===== config.mk =====
export PLATFORM = sky130hd
export DESIGN_NAME = pifo_ctrl
export DESIGN_NICKNAME = d
export VERILOG_FILES = /design/src/rtl/core/pifo_pkg.sv /design/src/rtl/core/pifo_ctrl.sv
export SDC_FILE = /design/constraint.sdc
export NUM_CORES = 1
export LEC_CHECK = 0
export BUFFER_PORTS_ARGS = -buffer_cell sky130_fd_sc_hd__buf_2
export CORE_AREA = 2 2 39 41
export DETAILED_ROUTE_END_ITERATION = 16
export DIE_AREA = 0 0 41 43
export PLACE_DENSITY_LB_ADDON = 0.2
export SYNTH_ARGS = -nofsm -noshare
export SYNTH_HDL_FRONTEND = slang
export SYNTH_SLANG_ARGS = --single-unit

===== constraint.sdc =====
create_clock -name clk -period 1.3 [get_ports clk]
set_input_delay 0.26 -clock clk [delete_from_list [all_inputs] [get_ports clk]]
set_output_delay 0.26 -clock clk [all_outputs]
set_load 0.05 [all_outputs]

===== src/rtl/core/pifo_pkg.sv =====
// Package for the PIFO queue with priority drop.
// Holds shared constants, opcodes, status codes, controller states and command/status structs.
package pifo_pkg;

  localparam int DEPTH_DEF       = 64;
  localparam int TAG_BITS_DEF    = 16;
  localparam int MAX_RETRIES_DEF = 15;
  localparam int RANK_W          = 32;
  localparam int STAMP_W         = 32;
  localparam int OCC_W           = 7;
  localparam int RC_W            = 4;
  localparam int CFG_IDX_W       = 3;
  localparam int CFG_DATA_W      = 8;

  localparam logic [1:0] OP_PUSH   = 2'd0;
  localparam logic [1:0] OP_POP    = 2'd1;
  localparam logic [1:0] OP_REMOVE = 2'd2;
  localparam logic [1:0] OP_UNUSED = 2'd3;

  localparam logic [2:0] ST_PUSHED  = 3'd0;
  localparam logic [2:0] ST_DROPPED = 3'd1;
  localparam logic [2:0] ST_POPPED  = 3'd2;
  localparam logic [2:0] ST_EMPTY   = 3'd3;
  localparam logic [2:0] ST_REMOVED = 3'd4;
  localparam logic [2:0] ST_NOTFND  = 3'd5;

  localparam logic [CFG_IDX_W-1:0] REG_DROP_MODE  = 3'd0;
  localparam logic [CFG_IDX_W-1:0] REG_SERVE_MODE = 3'd1;
  localparam logic [CFG_IDX_W-1:0] REG_ECN_THR    = 3'd2;
  localparam logic [CFG_IDX_W-1:0] REG_MARK_ENQ   = 3'd3;
  localparam logic [CFG_IDX_W-1:0] REG_BOOST_EN   = 3'd4;
  localparam logic [CFG_IDX_W-1:0] REG_BOOST_DIV  = 3'd5;
  localparam logic [CFG_IDX_W-1:0] REG_CAPACITY   = 3'd6;

  typedef enum logic [3:0] {
    S_IDLE,
    S_DIV,
    S_SCAN,
    S_WAIT,
    S_DECIDE,
    S_WRITE,
    S_OUT
  } state_t;

  typedef struct packed {
    logic load;       // latch input item
    logic div_step;   // one quotient bit
    logic scan_start; // reset scan
    logic scan_step;  // look at one entry
    logic decide;     // resolve operation
    logic commit;     // write memory and counters
    logic out_load;   // present result
  } cmd_t;

  typedef struct packed {
    logic div_done;
    logic scan_done;
    logic out_busy;
  } stat_t;

endpackage


===== src/rtl/core/pifo_ctrl.sv =====
// Controller state machine for the PIFO queue.
// Depends on pifo_pkg for states and command/status structs.
module pifo_ctrl (
  input  logic           clk,
  input  logic           rst,
  input  logic           in_fire,
  input  pifo_pkg::stat_t stat,
  output logic           idle,
  output pifo_pkg::cmd_t cmd
);

  pifo_pkg::state_t state, state_next;

  always_ff @(posedge clk) begin
    if (rst) state <= pifo_pkg::S_IDLE;
    else     state <= state_next;
  end

  always_comb begin
    state_next = state;
    unique case (state)
      pifo_pkg::S_IDLE:   if (in_fire) state_next = pifo_pkg::S_DIV;
      pifo_pkg::S_DIV:    if (stat.div_done) state_next = pifo_pkg::S_SCAN;
      pifo_pkg::S_SCAN:   if (stat.scan_done) state_next = pifo_pkg::S_WAIT;
      pifo_pkg::S_WAIT:   state_next = pifo_pkg::S_DECIDE;
      pifo_pkg::S_DECIDE: state_next = pifo_pkg::S_WRITE;
      pifo_pkg::S_WRITE:  if (!stat.out_busy) state_next = pifo_pkg::S_OUT;
      pifo_pkg::S_OUT:    state_next = pifo_pkg::S_IDLE;
      default:            state_next = pifo_pkg::S_IDLE;
    endcase
  end

  always_comb begin
    cmd = '0;
    idle = 1'b0;
    unique case (state)
      pifo_pkg::S_IDLE: begin
        idle = 1'b1;
        cmd.load = in_fire;
      end
      pifo_pkg::S_DIV: begin
        cmd.div_step = 1'b1;
        cmd.scan_start = stat.div_done;
      end
      pifo_pkg::S_SCAN:   cmd.scan_step = 1'b1;
      pifo_pkg::S_WAIT:   cmd.scan_step = 1'b0;
      pifo_pkg::S_DECIDE: cmd.decide = 1'b1;
      pifo_pkg::S_WRITE:  cmd.commit = !stat.out_busy;
      pifo_pkg::S_OUT:    cmd.out_load = 1'b1;
      default: ;
    endcase
  end

endmodule


# Word-level counts from Yosys, hierarchy flattened

Index checks and enable logic that the tools add are counted.

Flip-flop bits (word level): 4
Bits in latches: 0
Bits in writable memories: 0
ROM bits: 0
Bits of input ports: 6
Output and inout bits: 8
Memories: 0

$add $sub $neg: 0
$mul: 0
Div/mod/pow operators: 0
Magnitude comparators: 0
Equality and inequality tests: 10
Shift-type cells: 0
Muxes and demuxes: 12
Bitwise gates (word level): 0
Reduce and logical (&&, ||, !) cells: 3

Operator list:

| cell               | count |
|---|---|
| $pmux 4 s6         | 1 |
| $mux 4             | 4 |
| $eq 4x3->1 const B | 3 |
| $eq 4x2->1 const B | 2 |
| $ne 2x2->1 const B | 4 |
| $mux 1             | 6 |
| $eq 4x1->1 const B | 1 |
| $logic_not 4->1    | 1 |
| $reduce_and 4->1   | 1 |
| $mux 2             | 1 |
| $logic_not 1->1    | 1 |

# Longest topological paths before layout

Gate-level depths: netlist (run 1).

Word-level depth: 3
Gate-level depth with buffers: 4
Depth with buffers taken out: 3

# Worst setup path before layout (run 1)

No wires, ideal clock.

Path type: register -> output
Start: register state[2]
End: output cmd[6] (netlist bit)
Data arrival time: 2103 ps
Required time: 1040 ps
Path slack: -1063 ps
Stages on the path, launching flop included: 4
Cells stage by stage: dfxtp_1 > buf_2 > nor3_1 > and2_1

RTL lines:

| element                  | RTL line        | RTL |
|---|---|---|
| start: declaration       | pifo_ctrl.sv:12 | `pifo_pkg::state_t state, state_next;` |
| start signal: assignment | pifo_ctrl.sv:15 | `if (rst) state <= pifo_pkg::S_IDLE;` |
| start signal: assignment | pifo_ctrl.sv:16 | `else state <= state_next;` |
| end: declaration         | pifo_ctrl.sv:9  | `output pifo_pkg::cmd_t cmd` |

==> metrics.md, run 1 <==
| Metric | Value |
|---|---|
| Antenna Cells | `0` |
| CTS clk-pin slew, worst paths | `40 ps` |
| CP required | `1040 ps` |
| Cell area after synthesis | `205 um^2` |
| Commonest non-fill, non-tap cell in the layout | `buf_2` |
| Worst setup EP type | `primary output` |
| Sequential fraction of the synthesis area | `0.293` |
| Non-filler instance count after layout | `64` |
| Final worst-path cycle share | `1.04` |
| Antenna violations before repair | `0` |
| Most frequent cells in the layout | `buf_2 (6), buf_4 (5), buf_6 (5)` |
| Final WS setup | `-46.9 ps` |
| Largest register by flop count | `state` |
| Grt ovf | `0` |
| Syn_nets | `33` |
| Failing checks | `negative setup slack` |
| F_max | `742 MHz` |
| Max FFs per register | `3` |
| DRT iter0 DRCs | `7` |
| Pwr dens | `1150 mW/mm^2` |
| Hpwl dp | `415 um` |
| Core box area | `0.00138 mm^2` |
| Final setup vio count | `4` |
| CP Buf/Inv Count | `1` |
| Placed Cells | `58` |
| Share of cells above drive strength 1 | `0.708` |
| DIE HEIGHT | `43 um` |
| Synthesized area per cell | `7.60 um^2` |
| Worst Setup Start Kind | `register` |
| Root Buffer Master | `clkbuf_4` |
| Row Count | `14` |
| Top flop regs | `state (3)` |
| Vias in the first global route | `214` |
| Critical Setup Path Class | `reg2out` |
| Yosys reg bits | `3` |
| Max-slew violations | `0` |
| Fill cell count | `161` |
| Endpoints failing hold | `0` |
| Setup TNS | `-156 ps` |
| Area grow syn2layout | `117%` |
| Netlist cell types | `16` |
| Worst slew margin | `0.837` |
| Max Cap Violations | `0` |
| Worst-Skew Late Latency | `230 ps` |
| Die W | `41 um` |
| YS warnings | `0` |
| Outcome | `finished, violations left` |
| DRT Wirelength | `544 um` |
| H-tree Lvls | `1` |
| Unrepaired setup endpoints after global routing | `true` |
| Remaining DRCs | `0` |
| I/O Buffers | `13` |
| Worst IR Drop VDD | `0.466 mV` |
| CTS tree | `built` |
| Pin count of the biggest net entering global routing | `11` |
| DR vias/cell | `3.91` |
| Clock buffer depth | `2` |
| Critical path arrival | `1090 ps` |
| Ports | `14` |
| Detailed-route wire length per cell | `8.50 um` |
| P_leak | `0.000197 uW` |
| Final nets | `55` |
| Setup Skew | `1.88 ps` |
| Slowest cell on crit path | `dfxtp_2` |
| Worst-path cell chain | `nand2b_4, nor3b_2, buf_6` |
| Starting Density | `0.148` |
| Fin Hold WS | `234 ps` |
| Post-detailed-route count of antenna-violating nets | `0` |
| Max incr delay on CP | `330 ps` |
| TritonCTS buffer count | `3` |
| Clock period minus worst slack | `1350 ps` |
| Total die area | `0.00176 mm^2` |
| Finished Core Util | `0.322` |
| Total GRT Usage | `0.0722` |
| Family with the most delay on the worst path | `simple AND/OR/NAND/NOR gates` |
| Clock sink count | `3` |
| Worst Tran Pin Value | `246 ps` |
| CP Max Fanout | `4` |
| First-pass GRT wire length | `821 um` |
| Hold WC Path Type | `in2reg` |
| Tot Pwr | `513 uW` |
| Cells after Synth | `27` |
| Post-CTS Hold Fix Bufs | `0` |
| GP Congestion | `0.601` |
| 1st-pass router iterations | `2` |
| Via Count | `250` |
==> logic make-up after synthesis <==
kind of cell / count (synthesis) / synth area share
flops: 3 / 0.293
compound gates: 6 / 0.226
simple gates: 16 / 0.439
buf+inv: 2 / 0.0426
==> cell type report <==
cell class	count	area, um^2	area share
Clock buffer	4	26.3	0.0590
Inverter	1	3.75	0.00843
Multi-Input combinational cell	22	173	0.388
Sequential cell	3	68.8	0.154
Tap cell	16	20.0	0.0449
Timing Repair Buffer	18	154	0.346
==> metal layers <==
metal / vias to the layer above / track usage / share of wire
met3: 0 / 0.0628 / 0.11
met5: - / 0 / 0
li1: 135 / - / -
met4: 0 / 0.0200 / 0
met2: 12 / 0.0938 / 0.41
met1: 103 / 0.0865 / 0.48
==> stage by stage <==
stage	instance area, um^2	setup slack, ps
6_report	445	-46.9
2_1_floorplan	241	-217
5_1_grt	445	-103
3_3_place_gp	338	-39.4
4_1_cts	440	-66.5
3_5_place_dp	338	-36.1
==> power by group <==
part,internal [uW],total [uW],leakage (uW),switching [uW]
registers,102,121,0.0000264,18.9
clock network,115,161,0.0000150,45.9
logic,102,232,0.000155,130
==> synth_stat cells <==
cell | n | area share
nor2_1 | 5 | 0.091
dfxtp_1 | 3 | 0.29
a21oi_1 | 2 | 0.049
and2_1 | 2 | 0.061
nand2_1 | 2 | 0.037
nand2b_1 | 2 | 0.061
nor3_1 | 2 | 0.049
a2111o_1 | 1 | 0.055
a211o_1 | 1 | 0.043
a21oi_2 | 1 | 0.043
buf_2 | 1 | 0.024
inv_1 | 1 | 0.018
nand2b_4 | 1 | 0.067
nand3b_1 | 1 | 0.037
nor3b_1 | 1 | 0.037
o31ai_1 | 1 | 0.037
==> path summary, 6_finish.rpt <==
path / from / to / slack, ps / depth (start not counted)
worst min register to register: state[1]$_SDFFE_PP0P_ / state[1]$_SDFFE_PP0P_ / 510 / 2
worst min-delay path: rst / state[1]$_SDFFE_PP0P_ / 230 / 2
worst max register to register: state[1]$_SDFFE_PP0P_ / state[0]$_SDFFE_PP0P_ / 160 / 5
worst max-delay path: state[1]$_SDFFE_PP0P_ / cmd[1] / -50 / 3
==> timing repair <==
action / CTS / global route
resized for setup: 21 / 2
pin swaps: 3 / 1
buffers inserted: 2 / 0
gates cloned: 0 / 0
setup endpoints to repair: 8 / 8
No activity file was read; power rests on OpenSTA's default activity.
==> run 2: changes to the inputs <==
==> constraint.sdc (replaced) <==
create_clock -name clk -period 1.6 [get_ports clk]
set_input_delay 0.32 -clock clk [delete_from_list [all_inputs] [get_ports clk]]
set_output_delay 0.32 -clock clk [all_outputs]
set_load 0.05 [all_outputs]
==> run 2 against run 1 <==
Net effect: the run now ends clean; largest cell class unchanged; critical endpoint is now cmd[4]; global-route usage is 0.29 points lower; non-clock buffer count shrank 5; utilization down 8.2 points; design area decreased by 26%; first-iteration DRC count shrank 86%; total power shrank 29%; clock skew is 0.55 ps lower; wire length down 5.3%.
==> metrics.md, run 2 (synthesis results as in run 1) <==
| Metric | Value |
|---|---|
| Post-CTS Setup Inserts | `0 (-2)` |
| F_max | `646 MHz` |
| Worst Setup Start Kind | `register` |
| Non-filler instance count after layout | `59 (-7.8%)` |
| Commonest non-fill, non-tap cell in the layout | `buf_2` |
| Worst slew margin | `0.834 (-0.00288)` |
| Worst-path cell chain | `nand2b_4, nor2_2, and2_2, buf_2` |
| Clock buffer depth | `2 (unchanged)` |
| Worst setup EP type | `primary output` |
| Setup TNS | `0 ps (+156 ps)` |
| GP Congestion | `0.642 (+6.8%)` |
| Ports | `14 (unchanged)` |
| Root Buffer Master | `clkbuf_4` |
| Final nets | `50 (-9.1%)` |
| Post-detailed-route count of antenna-violating nets | `0 (unchanged)` |
| Final setup vio count | `0 (-4)` |
| Total GRT Usage | `0.0693 (-0.00287)` |
| Worst IR Drop VDD | `0.403 mV (-14%)` |
| Post-CTS Hold Fix Bufs | `0 (unchanged)` |
| Critical path arrival | `1230 ps (+140 ps)` |
| # resized after CTS | `2 (-90%)` |
| Setup Skew | `1.34 ps (-0.546 ps)` |
| Clock sink count | `3 (unchanged)` |
| Hold WC Path Type | `in2reg` |
| TritonCTS buffer count | `3 (unchanged)` |
| Core box area | `0.00138 mm^2 (unchanged)` |
| Total die area | `0.00176 mm^2 (unchanged)` |
| Final WS setup | `53.0 ps (+99.8 ps)` |
| DIE HEIGHT | `43 um (unchanged)` |
| I/O Buffers | `13 (unchanged)` |
| DRT iter0 DRCs | `1 (-6)` |
| Placed Cells | `55 (-5.2%)` |
| Clock period minus worst slack | `1550 ps` |
| Outcome | `complete, no violations` |
| Most frequent cells in the layout | `buf_2 (13), nor2_1 (4), clkbuf_4 (3)` |
| CP required | `1280 ps (+240 ps)` |
| Worst-Skew Late Latency | `230 ps (about the same)` |
| Endpoints failing hold | `0 (unchanged)` |
| Top flop regs | `state (3)` |
| Grt ovf | `0 (unchanged)` |
| DR vias/cell | `3.97 (+1.5%)` |
| Critical Setup Path Class | `reg2out` |
| Die W | `41 um (unchanged)` |
| Tot Pwr | `366 uW (-29%)` |
| Max-slew violations | `0 (unchanged)` |
| Largest register by flop count | `state` |
| Vias in the first global route | `184 (-14%)` |
| Slowest cell on crit path | `dfxtp_4` |
| Max Cap Violations | `0 (unchanged)` |
| DRT Wirelength | `515 um (-5.3%)` |
| Detailed-route wire length per cell | `8.73 um (+2.7%)` |
| CP Max Fanout | `8 (+4)` |
| Antenna Cells | `0 (unchanged)` |
| Remaining DRCs | `0 (unchanged)` |
| Pin count of the biggest net entering global routing | `13 (+2)` |
| H-tree Lvls | `1 (unchanged)` |
| Area grow syn2layout | `61.6%` |
| Unrepaired setup endpoints after global routing | `false` |
| Row Count | `14 (unchanged)` |
| Max incr delay on CP | `360 ps (+30 ps)` |
| Antenna violations before repair | `0 (unchanged)` |
| Via Count | `234 (-6.4%)` |
| P_leak | `0.000156 uW (-21%)` |
| Max FFs per register | `3 (unchanged)` |
| CTS tree | `built` |
| Starting Density | `0.148 (unchanged)` |
| Worst Tran Pin Value | `251 ps (+4.35 ps)` |
| CTS clk-pin slew, worst paths | `40 ps (about the same)` |
| Share of cells above drive strength 1 | `0.581 (-0.127)` |
| First-pass GRT wire length | `759 um (-7.6%)` |
| Pwr dens | `1100 mW/mm^2 (-4.2%)` |
| Final worst-path cycle share | `0.967` |
| Finished Core Util | `0.240 (-0.0823)` |
| 1st-pass router iterations | `2 (unchanged)` |
| Setup WS pre-CTS | `180 ps (+216 ps)` |
==> run 2: cell types whose count changed in the layout (fill, tap and decap cells not counted), sizes merged <==
cell,before,now
buf,18,13
==> run 2: stage by stage <==
| stage | hold slack [ps] | instance area (um^2) |
|---|---|---|
| global placement | 544 | 299 |
| detailed placement | 539 | 299 |
| CTS | 278 | 328 |
| floorplan | 382 | 219 |
| global route | 283 | 332 |
| finish | 283 | 332 |
==> run 2: routing by layer <==
layer,vias up,share of wire,GRT usage
met3,0,0.14,0.0471
met2,12,0.36,0.0656
li1,124,-,-
met1,98,0.50,0.0968
met5,-,0,0
met4,0,0,0.0600
==> run 2: cell type report <==
class                      instances  area [um^2]
timing repair buffer              13         65.1
inverter                           1         3.75
sequential                         3         66.3
fill                             160         1050
multi-input combinational         22          150
clock buffer                       4         26.3
tap                               16         20.0
==> run 2: power breakdown <==
part	total, uW	internal (uW)	switching [uW]
logic	133	40.7	91.8
clock network	135	93.6	40.9
registers	99.1	83.2	16.0
==> run 2: path summary, 6_finish.rpt <==
path / start / endpoint / slack (ps) / cells after the start
worst min-delay path: rst / state[1]$_SDFFE_PP0P_ / 280 / 2
worst max-delay path: state[1]$_SDFFE_PP0P_ / cmd[4] / 50 / 4
worst min register to register: state[1]$_SDFFE_PP0P_ / state[1]$_SDFFE_PP0P_ / 550 / 2
worst max register to register: state[2]$_SDFFE_PP0P_ / state[0]$_SDFFE_PP0P_ / 530 / 3
==> run 2: worst max-delay path, delay by kind of cell (launching register included) <==
kind	cells	cell delay (ps)
simple gates	3	380
flops	1	360
buf+inv	1	250
==> run 3: changes to the inputs <==
--- a/config.mk
+++ b/config.mk
@@ -6,6 +6,8 @@
 export NUM_CORES = 1
 export LEC_CHECK = 0
 export BUFFER_PORTS_ARGS = -buffer_cell sky130_fd_sc_hd__buf_2
+export CELL_PAD_IN_SITES_DETAIL_PLACEMENT = 0
+export CELL_PAD_IN_SITES_GLOBAL_PLACEMENT = 1
 export CORE_AREA = 2 2 39 41
 export DETAILED_ROUTE_END_ITERATION = 16
 export DIE_AREA = 0 0 41 43
==> run 3 against run 2 <==
Net effect: die area unchanged; sequential cell count is the same; cell count unchanged; register-to-register slack got worse by 30 ps; first-iteration DRC count up 100%; sequential share of layout area shrank 0.15 points; via count is 0.43% higher; utilization is 0.18 points higher; largest cell class unchanged; largest power group is now combinational cells; highest routed layer unchanged.
==> metrics.md, run 3 (synthesis results as in run 1) <==
| Metric | Value |
|---|---|
| Post-CTS Hold Fix Bufs | `0 (unchanged)` |
| Clock sink count | `3 (unchanged)` |
| Ports | `14 (unchanged)` |
| DIE HEIGHT | `43 um (unchanged)` |
| H-tree Lvls | `1 (unchanged)` |
| Hold WC Path Type | `in2reg` |
| Fin Hold WS | `292 ps (+8.59 ps)` |
| Final nets | `50 (unchanged)` |
| Endpoints failing hold | `0 (unchanged)` |
| Critical Setup Path Class | `reg2out` |
| Top flop regs | `state (3)` |
| I/O Buffers | `13 (unchanged)` |
| TritonCTS buffer count | `3 (unchanged)` |
| Root Buffer Master | `clkbuf_4` |
| CP Max Fanout | `8 (unchanged)` |
| Worst Setup Start Kind | `register` |
| Worst Tran Pin Value | `250 ps (-0.525 ps)` |
| Pwr dens | `1100 mW/mm^2 (-0.28%)` |
| Core box area | `0.00138 mm^2 (unchanged)` |
| Clock buffer depth | `2 (unchanged)` |
| CTS clk-pin slew, worst paths | `40 ps (about the same)` |
| Total GRT Usage | `0.0812 (+0.0119)` |
| CP required | `1280 ps (about the same)` |
| First-pass GRT wire length | `903 um (+19%)` |
| Antenna violations before repair | `0 (unchanged)` |
| GP Congestion | `0.698 (+8.9%)` |
| Die W | `41 um (unchanged)` |
| Unrepaired setup endpoints after global routing | `false` |
| Clock period minus worst slack | `1520 ps (-26.7 ps)` |
| Vias in the first global route | `216 (+17%)` |
| Commonest non-fill, non-tap cell in the layout | `buf_2` |
| Worst setup EP type | `primary output` |
| Worst-Skew Late Latency | `230 ps (about the same)` |
| CTS tree | `built` |
| Hpwl dp | `437 um` |
| Antenna Cells | `0 (unchanged)` |
| Post-detailed-route count of antenna-violating nets | `0 (unchanged)` |
| P_leak | `0.000156 uW (-0.27%)` |
| Most frequent cells in the layout | `buf_2 (12), nor2_1 (4), clkbuf_4 (4)` |
| DRT Wirelength | `549 um (+6.6%)` |
| Starting Density | `0.148 (unchanged)` |
| Critical path arrival | `1200 ps (-30 ps)` |
| Detailed-route wire length per cell | `9.31 um (+6.6%)` |
| Outcome | `complete, no violations` |
| Max FFs per register | `3 (unchanged)` |
| Worst IR Drop VDD | `0.386 mV (-4.2%)` |
| Final setup vio count | `0 (unchanged)` |
| Setup TNS | `0 ps (unchanged)` |
| DRT iter0 DRCs | `2 (+1)` |
| Total die area | `0.00176 mm^2 (unchanged)` |
| Setup Skew | `2.56 ps (+1.22 ps)` |
| Row Count | `14 (unchanged)` |
| Final worst-path cycle share | `0.950 (-0.0167)` |
| Worst slew margin | `0.834 (about the same)` |
| Largest register by flop count | `state` |
| 1st-pass router iterations | `3 (+1)` |
| Share of cells above drive strength 1 | `0.581 (unchanged)` |
| Area grow syn2layout | `62.8%` |
| F_max | `658 MHz (+1.8%)` |
| Grt ovf | `0 (unchanged)` |
| DR vias/cell | `3.98 (+0.43%)` |
| Max-slew violations | `0 (unchanged)` |
| Remaining DRCs | `0 (unchanged)` |
| Pin count of the biggest net entering global routing | `13 (unchanged)` |
| Max Cap Violations | `0 (unchanged)` |
| Via Count | `235 (+0.43%)` |
==> run 3: changes by cell type in the layout (fill, tap and decap cells not counted), sizes merged <==
cell	delta
clkbuf	+1
buf	-1
==> run 3: power by group <==
group | internal (uW) | switching (uW)
Combinational | 41.8 | 92.9
Clock | 93.5 | 40.7
Sequential | 83.2 | 15.8
Total | 219 | 149
==> run 3: critical path: stages (launching register included) <==
cell and delay, ps:
dfxtp_4 360, nand2b_4 160, nor2_2 90, and2_2 140
clkbuf_4 220
==> run 3: final timing paths <==
| path | start | to | slack, ps | cells after the start |
|---|---|---|---|---|
| setup / recovery | state[1]$_SDFFE_PP0P_ | cmd[4] | 80 | 4 |
| hold / removal | rst | state[1]$_SDFFE_PP0P_ | 290 | 2 |
| setup reg to reg | state[2]$_SDFFE_PP0P_ | state[0]$_SDFFE_PP0P_ | 500 | 3 |
| hold reg to reg | state[1]$_SDFFE_PP0P_ | state[2]$_SDFFE_PP0P_ | 540 | 2 |
==> run 3: layout make-up <==
| type | instances | area (um^2) |
|---|---|---|
| timing repair buffer | 13 | 67.6 |
| sequential | 3 | 66.3 |
| multi-input combinational | 22 | 150 |
| inverter | 1 | 3.75 |
| fill | 172 | 1050 |
| tap | 16 | 20.0 |
| clock buffer | 4 | 26.3 |
==> run 3: layer usage <==
metal | part of all wire | routed length [um] | GRT usage
met1 | 0.46 | 250 | 0.0962
met2 | 0.39 | 215 | 0.100
met4 | 0 | 0 | 0.0200
met3 | 0.15 | 84 | 0.0838
met5 | 0 | 0 | 0
==> run 3: stage by stage <==
stage | worst slack, ps | util | std cells | power (uW) | instance area (um^2)
5_1_grt | 9.26 | 0.241 | 59 | 399 | 334
4_1_cts | 28.9 | 0.238 | 59 | 379 | 329
3_3_place_gp | 210 | 0.216 | 55 | 233 | 299
2_1_floorplan | -349 | - | 27 | 202 | 219
3_5_place_dp | 172 | 0.216 | 55 | 235 | 299
6_report | 79.7 | 0.241 | 59 | 368 | 334
==> run 3: timing repair <==
item                       in CTS  in global routing
pin swaps                       0                  0
setup buffers                   0                  0
setup endpoints to repair       2                  1
resized for setup               3                  2
